<file path="config.mk">
export PLATFORM = sky130hd
export DESIGN_NAME = support_follow_action_sequencer_core
export DESIGN_NICKNAME = d
export VERILOG_FILES = /design/src/sfas_pkg.sv /design/src/sfas_cfg.sv /design/src/sfas_seq.sv /design/src/support_follow_action_sequencer_core.sv
export VERILOG_INCLUDE_DIRS = /design/src /design/src/src
export SDC_FILE = /design/constraint.sdc
export NUM_CORES = 1
export LEC_CHECK = 0
export ABC_AREA = 1
export BUFFER_PORTS_ARGS = -buffer_cell sky130_fd_sc_hd__buf_4
export CORE_UTILIZATION = 60
export DETAILED_ROUTE_END_ITERATION = 10
export PLACE_DENSITY = 0.8
export SYNTH_ARGS = -nofsm -noshare
export SYNTH_HDL_FRONTEND = slang
export SYNTH_SLANG_ARGS = --single-unit
</file>
<file path="constraint.sdc">
create_clock -name aclk -period 3.25 [get_ports aclk]
set_input_delay 0.1625 -clock aclk [delete_from_list [all_inputs] [get_ports aclk]]
set_output_delay 0.1625 -clock aclk [all_outputs]
set_load 0.02 [all_outputs]
</file>
<file path="src/support_follow_action_sequencer_core_macros.svh">
// Assertion helpers for the sequencer core.
`ifndef SUPPORT_FOLLOW_ACTION_SEQUENCER_CORE_MACROS_SVH
`define SUPPORT_FOLLOW_ACTION_SEQUENCER_CORE_MACROS_SVH

// Same-cycle implication, disabled while reset is asserted.
`define SFAS_ASSERT_IMPL(label, clk, rstn, ante, cons) \
    label: assert property (@(posedge clk) disable iff (!(rstn)) (ante) |-> (cons)) \
        else $error("sfas assertion failed");

// Next-cycle implication, disabled while reset is asserted.
`define SFAS_ASSERT_NEXT(label, clk, rstn, ante, cons) \
    label: assert property (@(posedge clk) disable iff (!(rstn)) (ante) |=> (cons)) \
        else $error("sfas assertion failed");

`endif

</file>
<file path="src/sfas_pkg.sv">
`default_nettype none

package sfas_pkg;

    // command codes
    localparam logic [2:0] CMD_TICK    = 3'd0;
    localparam logic [2:0] CMD_SPRAY   = 3'd1;
    localparam logic [2:0] CMD_PUSH    = 3'd2;
    localparam logic [2:0] CMD_ADVANCE = 3'd3;
    localparam logic [2:0] CMD_ABORT   = 3'd4;

    // report action codes
    localparam logic [1:0] ACT_NONE    = 2'd0;
    localparam logic [1:0] ACT_SPRAY   = 2'd1;
    localparam logic [1:0] ACT_PUSH    = 2'd2;
    localparam logic [1:0] ACT_ADVANCE = 2'd3;

    // configuration register indexes
    localparam logic [1:0] REG_PUSH_MAX    = 2'd0;
    localparam logic [1:0] REG_COLUMN      = 2'd1;
    localparam logic [1:0] REG_ADVANCE_MAX = 2'd2;
    localparam logic [1:0] REG_DEVICE_ID   = 2'd3;

    localparam logic [7:0] PUSH_MAX_RST    = 8'd70;
    localparam logic [7:0] COLUMN_RST      = 8'd20;
    localparam logic [7:0] ADVANCE_MAX_RST = 8'd70;
    localparam logic [7:0] DEVICE_ID_RST   = 8'd0;

    typedef struct packed {
        logic [7:0] push_max_ticks;
        logic [7:0] column_ticks;
        logic [7:0] advance_max_ticks;
        logic [7:0] device_id;
    } cfg_t;

    typedef struct packed {
        logic [2:0]  command;
        logic [15:0] amount;
        logic [15:0] sensor_distance;
    } item_t;

    typedef struct packed {
        logic [2:0] drive_phase;
        logic       report_valid;
        logic [1:0] report_action;
        logic       report_state;
        logic [7:0] report_device;
        logic       busy_res;
    } result_t;

endpackage

`default_nettype wire

</file>
<file path="src/sfas_cfg.sv">
`default_nettype none

module sfas_cfg (
    input  wire logic          aclk,
    input  wire logic          aresetn,
    input  wire logic          cfg_wr_en,
    input  wire logic [1:0]    cfg_index,
    input  wire logic [7:0]    cfg_wdata,
    output sfas_pkg::cfg_t     cfg
);

    sfas_pkg::cfg_t cfg_reg;

    always_ff @(posedge aclk) begin
        if (!aresetn) begin
            cfg_reg.push_max_ticks    <= sfas_pkg::PUSH_MAX_RST;
            cfg_reg.column_ticks      <= sfas_pkg::COLUMN_RST;
            cfg_reg.advance_max_ticks <= sfas_pkg::ADVANCE_MAX_RST;
            cfg_reg.device_id         <= sfas_pkg::DEVICE_ID_RST;
        end else if (cfg_wr_en) begin
            case (cfg_index)
                sfas_pkg::REG_PUSH_MAX:    cfg_reg.push_max_ticks    <= cfg_wdata;
                sfas_pkg::REG_COLUMN:      cfg_reg.column_ticks      <= cfg_wdata;
                sfas_pkg::REG_ADVANCE_MAX: cfg_reg.advance_max_ticks <= cfg_wdata;
                sfas_pkg::REG_DEVICE_ID:   cfg_reg.device_id         <= cfg_wdata;
                default: ;
            endcase
        end
    end

    assign cfg = cfg_reg;

endmodule

`default_nettype wire

</file>
<file path="src/sfas_seq.sv">
`default_nettype none

`include "support_follow_action_sequencer_core_macros.svh"

module sfas_seq (
    input  wire logic            aclk,
    input  wire logic            aresetn,
    input  wire logic            fire,
    input  wire sfas_pkg::item_t item,
    input  wire sfas_pkg::cfg_t  cfg,
    output sfas_pkg::result_t    res
);

    typedef enum logic [2:0] {
        PH_IDLE  = 3'd0,
        PH_SPRAY = 3'd1,
        PH_PUSH  = 3'd2,
        PH_DOWN  = 3'd3,
        PH_ADV   = 3'd4,
        PH_UP    = 3'd5
    } phase_t;

    phase_t      phase_reg,  phase_next;
    logic [11:0] tick_reg,   tick_next;
    logic [11:0] limit_reg,  limit_next;
    logic [15:0] target_reg, target_next;

    logic        idle;
    logic [11:0] tick_inc;
    logic        done;
    logic [11:0] spray_len;
    logic        rpt_valid;
    logic [1:0]  rpt_action;
    logic        rpt_state;

    assign idle     = (phase_reg == PH_IDLE);
    assign tick_inc = tick_reg + 12'd1;
    assign done     = (tick_inc >= limit_reg);
    // low byte times ten: x*8 + x*2
    assign spray_len = {1'b0, item.amount[7:0], 3'b000}
                     + {3'b000, item.amount[7:0], 1'b0};

    always_comb begin
        phase_next  = phase_reg;
        tick_next   = tick_reg;
        limit_next  = limit_reg;
        target_next = target_reg;
        rpt_valid   = 1'b0;
        rpt_action  = sfas_pkg::ACT_NONE;
        rpt_state   = 1'b0;

        case (item.command)
            sfas_pkg::CMD_SPRAY: begin
                if (idle) begin
                    rpt_valid  = 1'b1;
                    rpt_action = sfas_pkg::ACT_SPRAY;
                    rpt_state  = 1'b1;
                    if (spray_len != 12'd0) begin
                        phase_next = PH_SPRAY;
                        tick_next  = 12'd0;
                        limit_next = spray_len;
                    end
                end
            end
            sfas_pkg::CMD_PUSH: begin
                if (idle) begin
                    rpt_valid   = 1'b1;
                    rpt_action  = sfas_pkg::ACT_PUSH;
                    rpt_state   = 1'b1;
                    target_next = item.sensor_distance + item.amount;
                    phase_next  = PH_PUSH;
                    tick_next   = 12'd0;
                    limit_next  = {4'd0, cfg.push_max_ticks};
                end
            end
            sfas_pkg::CMD_ADVANCE: begin
                if (idle) begin
                    rpt_valid   = 1'b1;
                    rpt_action  = sfas_pkg::ACT_ADVANCE;
                    rpt_state   = 1'b1;
                    target_next = item.amount;
                    phase_next  = PH_DOWN;
                    tick_next   = 12'd0;
                    limit_next  = {4'd0, cfg.column_ticks};
                end
            end
            sfas_pkg::CMD_ABORT: begin
                if (!idle) begin
                    // spray ends silently, column phases report as advance
                    if (phase_reg == PH_PUSH) begin
                        rpt_valid  = 1'b1;
                        rpt_action = sfas_pkg::ACT_PUSH;
                    end else if (phase_reg != PH_SPRAY) begin
                        rpt_valid  = 1'b1;
                        rpt_action = sfas_pkg::ACT_ADVANCE;
                    end
                    phase_next = PH_IDLE;
                    tick_next  = 12'd0;
                    limit_next = 12'd0;
                end
            end
            sfas_pkg::CMD_TICK: begin
                if (!idle) begin
                    tick_next = tick_inc;
                    case (phase_reg)
                        PH_SPRAY: begin
                            if (done) begin
                                phase_next = PH_IDLE;
                                tick_next  = 12'd0;
                                limit_next = 12'd0;
                            end
                        end
                        PH_PUSH: begin
                            if (done || item.sensor_distance >= target_reg) begin
                                rpt_valid  = 1'b1;
                                rpt_action = sfas_pkg::ACT_PUSH;
                                phase_next = PH_IDLE;
                                tick_next  = 12'd0;
                                limit_next = 12'd0;
                            end
                        end
                        PH_DOWN: begin
                            if (done) begin
                                phase_next = PH_ADV;
                                tick_next  = 12'd0;
                                limit_next = {4'd0, cfg.advance_max_ticks};
                            end
                        end
                        PH_ADV: begin
                            if (done || item.sensor_distance <= target_reg) begin
                                phase_next = PH_UP;
                                tick_next  = 12'd0;
                                limit_next = {4'd0, cfg.column_ticks};
                            end
                        end
                        PH_UP: begin
                            if (done) begin
                                rpt_valid  = 1'b1;
                                rpt_action = sfas_pkg::ACT_ADVANCE;
                                phase_next = PH_IDLE;
                                tick_next  = 12'd0;
                                limit_next = 12'd0;
                            end
                        end
                        default: begin
                            phase_next = PH_IDLE;
                            tick_next  = 12'd0;
                            limit_next = 12'd0;
                        end
                    endcase
                end
            end
            default: ;
        endcase
    end

    always_ff @(posedge aclk) begin
        if (!aresetn) begin
            phase_reg  <= PH_IDLE;
            tick_reg   <= 12'd0;
            limit_reg  <= 12'd0;
            target_reg <= 16'd0;
        end else if (fire) begin
            phase_reg  <= phase_next;
            tick_reg   <= tick_next;
            limit_reg  <= limit_next;
            target_reg <= target_next;
        end
    end

    always_comb begin
        res.drive_phase   = phase_next;
        res.report_valid  = rpt_valid;
        res.report_action = rpt_action;
        res.report_state  = rpt_state;
        res.report_device = rpt_valid ? cfg.device_id : 8'd0;
        res.busy_res      = (phase_next != PH_IDLE);
    end

    // counter never passes the loaded limit
    `SFAS_ASSERT_IMPL(a_tick_in_limit, aclk, aresetn, 1'b1, tick_reg <= limit_reg)
    // idle state carries cleared counters
    `SFAS_ASSERT_IMPL(a_idle_clear, aclk, aresetn, phase_reg == PH_IDLE,
        tick_reg == 12'd0 && limit_reg == 12'd0)
    // spray only ever returns to idle
    `SFAS_ASSERT_NEXT(a_spray_exit, aclk, aresetn, fire && phase_reg == PH_SPRAY,
        phase_reg == PH_SPRAY || phase_reg == PH_IDLE)
    // leaving column up always reports the end of the advance
    `SFAS_ASSERT_IMPL(a_up_report, aclk, aresetn,
        fire && phase_reg == PH_UP && phase_next == PH_IDLE,
        rpt_valid && rpt_action == sfas_pkg::ACT_ADVANCE && !rpt_state)

endmodule

`default_nettype wire

</file>
<file path="src/support_follow_action_sequencer_core.sv">
// Hydraulic support valve sequencer.
// Input channel (s_valid/s_ready): one transaction per command: tick, start
// spray, start push, start advance or abort, with amount and sensor reading.
// Output channel (m_valid/m_ready): exactly one result per input transaction,
// in order: valve phase driven, optional start/end report, busy flag.
// Configuration: cfg_wr_en/cfg_index/cfg_wdata write one of the four 8-bit
// registers, selected by cfg_index; write only while no transaction is in flight.
// Path: an accepted input is held in the input register, then the sequencer
// step writes its result into the result register, which drives m_valid.
// Throughput: one transaction per cycle while the output is not stalled; a single
// sequencer step sits between the input register and the result register.
// Stall: when m_ready is low the result register holds, the input register
// fills, and s_ready then drops until the output drains.
// Reset (aresetn low, synchronous): both stages empty, sequencer idle,
// registers back to push 70, column 20, advance 70, device 0.
`default_nettype none

module support_follow_action_sequencer_core (
    input  wire logic        aclk,
    input  wire logic        aresetn,
    input  wire logic        s_valid,
    output logic             s_ready,
    input  wire logic [2:0]  s_command,
    input  wire logic [15:0] s_amount,
    input  wire logic [15:0] s_sensor_distance,
    output logic             m_valid,
    input  wire logic        m_ready,
    output logic [2:0]       m_drive_phase,
    output logic             m_report_valid,
    output logic [1:0]       m_report_action,
    output logic             m_report_state,
    output logic [7:0]       m_report_device,
    output logic             m_busy_res,
    input  wire logic        cfg_wr_en,
    input  wire logic [1:0]  cfg_index,
    input  wire logic [7:0]  cfg_wdata
);

    sfas_pkg::cfg_t    cfg;
    sfas_pkg::item_t   in_item_reg;
    logic              in_valid_reg;
    sfas_pkg::result_t step_res;
    sfas_pkg::result_t out_res_reg;
    logic              out_valid_reg;
    logic              advance;

    assign advance = in_valid_reg && (!out_valid_reg || m_ready);
    assign s_ready = !in_valid_reg || advance;

    always_ff @(posedge aclk) begin
        if (!aresetn) begin
            in_valid_reg  <= 1'b0;
            out_valid_reg <= 1'b0;
        end else begin
            if (s_ready) begin
                in_valid_reg <= s_valid;
            end
            if (advance) begin
                out_valid_reg <= 1'b1;
            end else if (m_ready) begin
                out_valid_reg <= 1'b0;
            end
        end
    end

    always_ff @(posedge aclk) begin
        if (s_valid && s_ready) begin
            in_item_reg.command         <= s_command;
            in_item_reg.amount          <= s_amount;
            in_item_reg.sensor_distance <= s_sensor_distance;
        end
        if (advance) begin
            out_res_reg <= step_res;
        end
    end

    sfas_cfg u_cfg (
        .aclk      (aclk),
        .aresetn   (aresetn),
        .cfg_wr_en (cfg_wr_en),
        .cfg_index (cfg_index),
        .cfg_wdata (cfg_wdata),
        .cfg       (cfg)
    );

    sfas_seq u_seq (
        .aclk    (aclk),
        .aresetn (aresetn),
        .fire    (advance),
        .item    (in_item_reg),
        .cfg     (cfg),
        .res     (step_res)
    );

    assign m_valid         = out_valid_reg;
    assign m_drive_phase   = out_res_reg.drive_phase;
    assign m_report_valid  = out_res_reg.report_valid;
    assign m_report_action = out_res_reg.report_action;
    assign m_report_state  = out_res_reg.report_state;
    assign m_report_device = out_res_reg.report_device;
    assign m_busy_res      = out_res_reg.busy_res;

endmodule

`default_nettype wire
</file>
==> summary.txt <==
Synth
  – Synth Area in Adders: 8.773%
  – Sequential fraction of the synthesis area: 40.50%
  – Synth Area in Simple Gates: 26.37%
  – Top_reg_cell synth: dfxtp_1
  – Synth cell types: 52
  – Post-Synth XOR/XNOR Area: 2.061%
  – EDFF count, synth: 51
  – Area share of the largest cell type after synthesis: 20.32%
  – Ranking of synthesized cells by area: dfxtp_1 20%, edfxtp_1 20%, nand2_1 9.4%
  – Post-synth net total: 1085
  – Largest family of logic cells by synthesized area: simple AND/OR/NAND/NOR gates
  – Async set-or-reset flop fraction in the synthesized netlist: 0%
  – Most frequent cells after synthesis: 190 x nand2_1, 117 x inv_1, 109 x nand3_1, 90 x a21oi_1, 83 x nor2_1
  – Top-count cell post-synth: nand2_1
  – Post-Syn Area: 7587 µm²
  – Complex-gate fraction of the synthesized area: 13.65%
  – Yosys warns: 0
  – Synth Instances: 983
  – FF+latch count, synth: 128
  – Multiplexer share of the synthesized area: 0%
  – Synth area leader: dfxtp_1
  – Syn avg cell area: 7.718 µm²

Drt
  – Starting DRT DRC Count: 687
  – DRT Pass-1 Iters: 5
  – Wire length per cell: 15.37 µm
  – Antenna-violating nets left: 0
  – Drt drc: 0
  – Total wire length: 19630 µm
  – Vias: 7148
  – Post-DR vias/cell: 5.597

Setup path
  – Kind of critical path: flip-flop to flip-flop
  – Most frequent CP cell: nand2_1
  – CP Max Fanout: 13
  – R2R Setup Slk: 0.25 ns
  – Cell Chain, Critical Path: nand2_1 > nor3_2 > nand2_1 > buf_4 > xnor2_1 > buf_4 > ha_4 > nand4_1 > nor2_1 > nand2_1 > nand4_1 > inv_1 > buf_4 > nand3_1 > nand2_1 > nand2_1 > nand3_1 > nor2_1 > nand2_1
  – CP arrival: 3.18 ns
  – Req. time, crit path: 3.42 ns
  – Nature of the critical path endpoint: flip-flop
  – CP Launch Type: flip-flop
  – WP buf/inv: 4
  – Slowest stage cell on the critical path: dfxtp_4
  – CP delay by family, top: simple AND/OR/NAND/NOR gates
  – CP peak stage delay: 0.37 ns

Clocking
  – H-tree Lvls: 4
  – CTS Sinks: 128
  – Clk Latency, worst-skew pair: 0.43 ns
  – CTS root buffer: clkbuf_16
  – TritonCTS clock tree: built
  – Total CTS buffers: 17
  – Max Root-Sink Buffers: 2
  – Clk slew on worst S/H paths: 0.06 ns

STA
  – Worst Clk Skew: 0.01008 ns
  – Tcrit/Tclk final: 92.34%
  – Tmin final: 3.001 ns
  – Slew HR: 27.06%
  – Fmax: 0.3332 GHz
  – Final Hold Vio Count: 0
  – Max-slew violations: 0
  – Hold slack: 0.01491 ns
  – Final worst slack: 0.2488 ns
  – Finish-stage setup viols: 0
  – Measured slew at the worst slew-check pin: 1.094 ns

Floorplan
  – Die H: 114.5 µm
  – Core area: 12160 µm²
  – Top Ports: 68
  – Die width: 114.5 µm
  – Initial core utilization: 62.39%
  – Full die area: 13100 µm²
  – FP Rows: 40

Place
  – Gp weighted congestion: 0.9265
  – Detailed Place HPWL: 13000 µm
  – PortBufs: 67
  – Worst slack at placement: 0.04637 ns

Finish
  – Antenna diodes: 0
  – Area growth from synthesis to layout: 23.83%
  – Fin nets: 1198
  – Fillers: 888
  – Max FFs per register: 35
  – Share of cells above drive strength 1: 15.78%

Global route
  – Global-route wire length before repair: 31350 µm
  – GRT overflow: 0
  – Number of global-route vias before repair: 6588
  – Pin count of the biggest net entering global routing: 51
  – GRT Total Usage: 31.20%
  – Initial antenna violation count: 0

Hold path
  – Tightest Hold Check Type: input port to flip-flop

Power and ir drop
  – Pleak: 0.004145 µW
  – Pwr dens: 485.7 nW/µm²
  – Maximum VDD drop: 0.4156 mV

Run status
  – Status: completed

Job
  – Max Cap Viol: 0
[final timing paths]
kind / from / to / cells past startpoint
max: u_seq.tick_reg[5] / m_busy_res / 19
min: cfg_wdata[0] / u_cfg.cfg[24] / 3
max reg2reg: u_seq.tick_reg[5] / m_busy_res / 19
min reg2reg: u_cfg.cfg[5] / u_cfg.cfg[5] / 2
[power breakdown]
| part | internal (µW) | switching, µW |
|---|---|---|
| combinational | 310 | 497 |
| sequential | 1760 | 57.8 |
| clock | 1210 | 729 |
| total | 3280 | 1280 |
[worst register-to-register path, stage by stage, from the launching register on]
cell and delay (ns):
dfxtp_4 0.37, nand2_1 0.08, nor3_2 0.21, nand2_1 0.11
buf_4 0.15, xnor2_1 0.11, buf_4 0.16, ha_4 0.28
nand4_1 0.11, nor2_1 0.11, nand2_1 0.08, nand4_1 0.18
inv_1 0.08, buf_4 0.20, nand3_1 0.08, nand2_1 0.06
nand2_1 0.06, nand3_1 0.14, nor2_1 0.13, nand2_1 0.07
[cell type report]
type / count / area, µm² / area share [%]
clock buffers: 20 / 478.0 / 5.087
clock inverters: 12 / 130.1 / 1.385
inverters: 130 / 490.5 / 5.220
multi-input cells: 693 / 3958 / 42.12
flip-flops and latches: 128 / 3083 / 32.81
well taps: 168 / 210.2 / 2.237
repair buffers: 126 / 1046 / 11.13
[metrics by stage]
stage	util (%)	std cells	cell area, µm²	setup TNS (ns)	total power [µW]
after floorplan	-	983	7587	0	2345
after global placement	67.76	1200	8240	0	2566
after detailed placement	67.76	1200	8240	0	2579
after CTS	76.09	1272	9254	0	4543
after global routing	77.25	1277	9395	-0.04517	4750
final	77.25	1277	9395	0	4563
[placed cells by master (no fill, tap or decap), types with 5 or more instances in the layout]
master	count
a32o_1	5
buf_4	86
dfxtp_1	71
nand2_1	186
nor2_1	79
nand3_2	8
nor3_1	7
nand4_1	27
inv_2	9
o21ai_0	49
edfxtp_1	51
dfxtp_2	5
a21oi_1	89
xor2_1	11
inv_1	117
nand2_2	6
o211ai_1	5
a211oi_1	6
dlygate4sd3_1	40
nor2_2	7
clkbuf_16	18
ha_1	47
nand3_1	108
[cell families after synthesis]
family	count (synthesis)
simple gates	442
fa+ha+maj	52
compound gates	182
buf+inv	162
xor+xnor	17
flops	128
[timing repair]
action | 4_1_cts | 5_1_grt
setup endpoints to repair | 1 | 28
pin swaps | 0 | 9
endpoints found under the hold margin | 45 | 0
hold buffers | 40 | 0
gates resized for setup | 1 | 26
buffers inserted | 0 | 5
[per-layer routing]
metal | GRT usage, % | part of all wire, %
met1 | 37.99 | 42
met2 | 52.44 | 48
met5 | 0 | 0
met4 | 14.20 | 3.4
met3 | 7.411 | 6.5
Note: power is estimated with default switching activity, not from simulation.
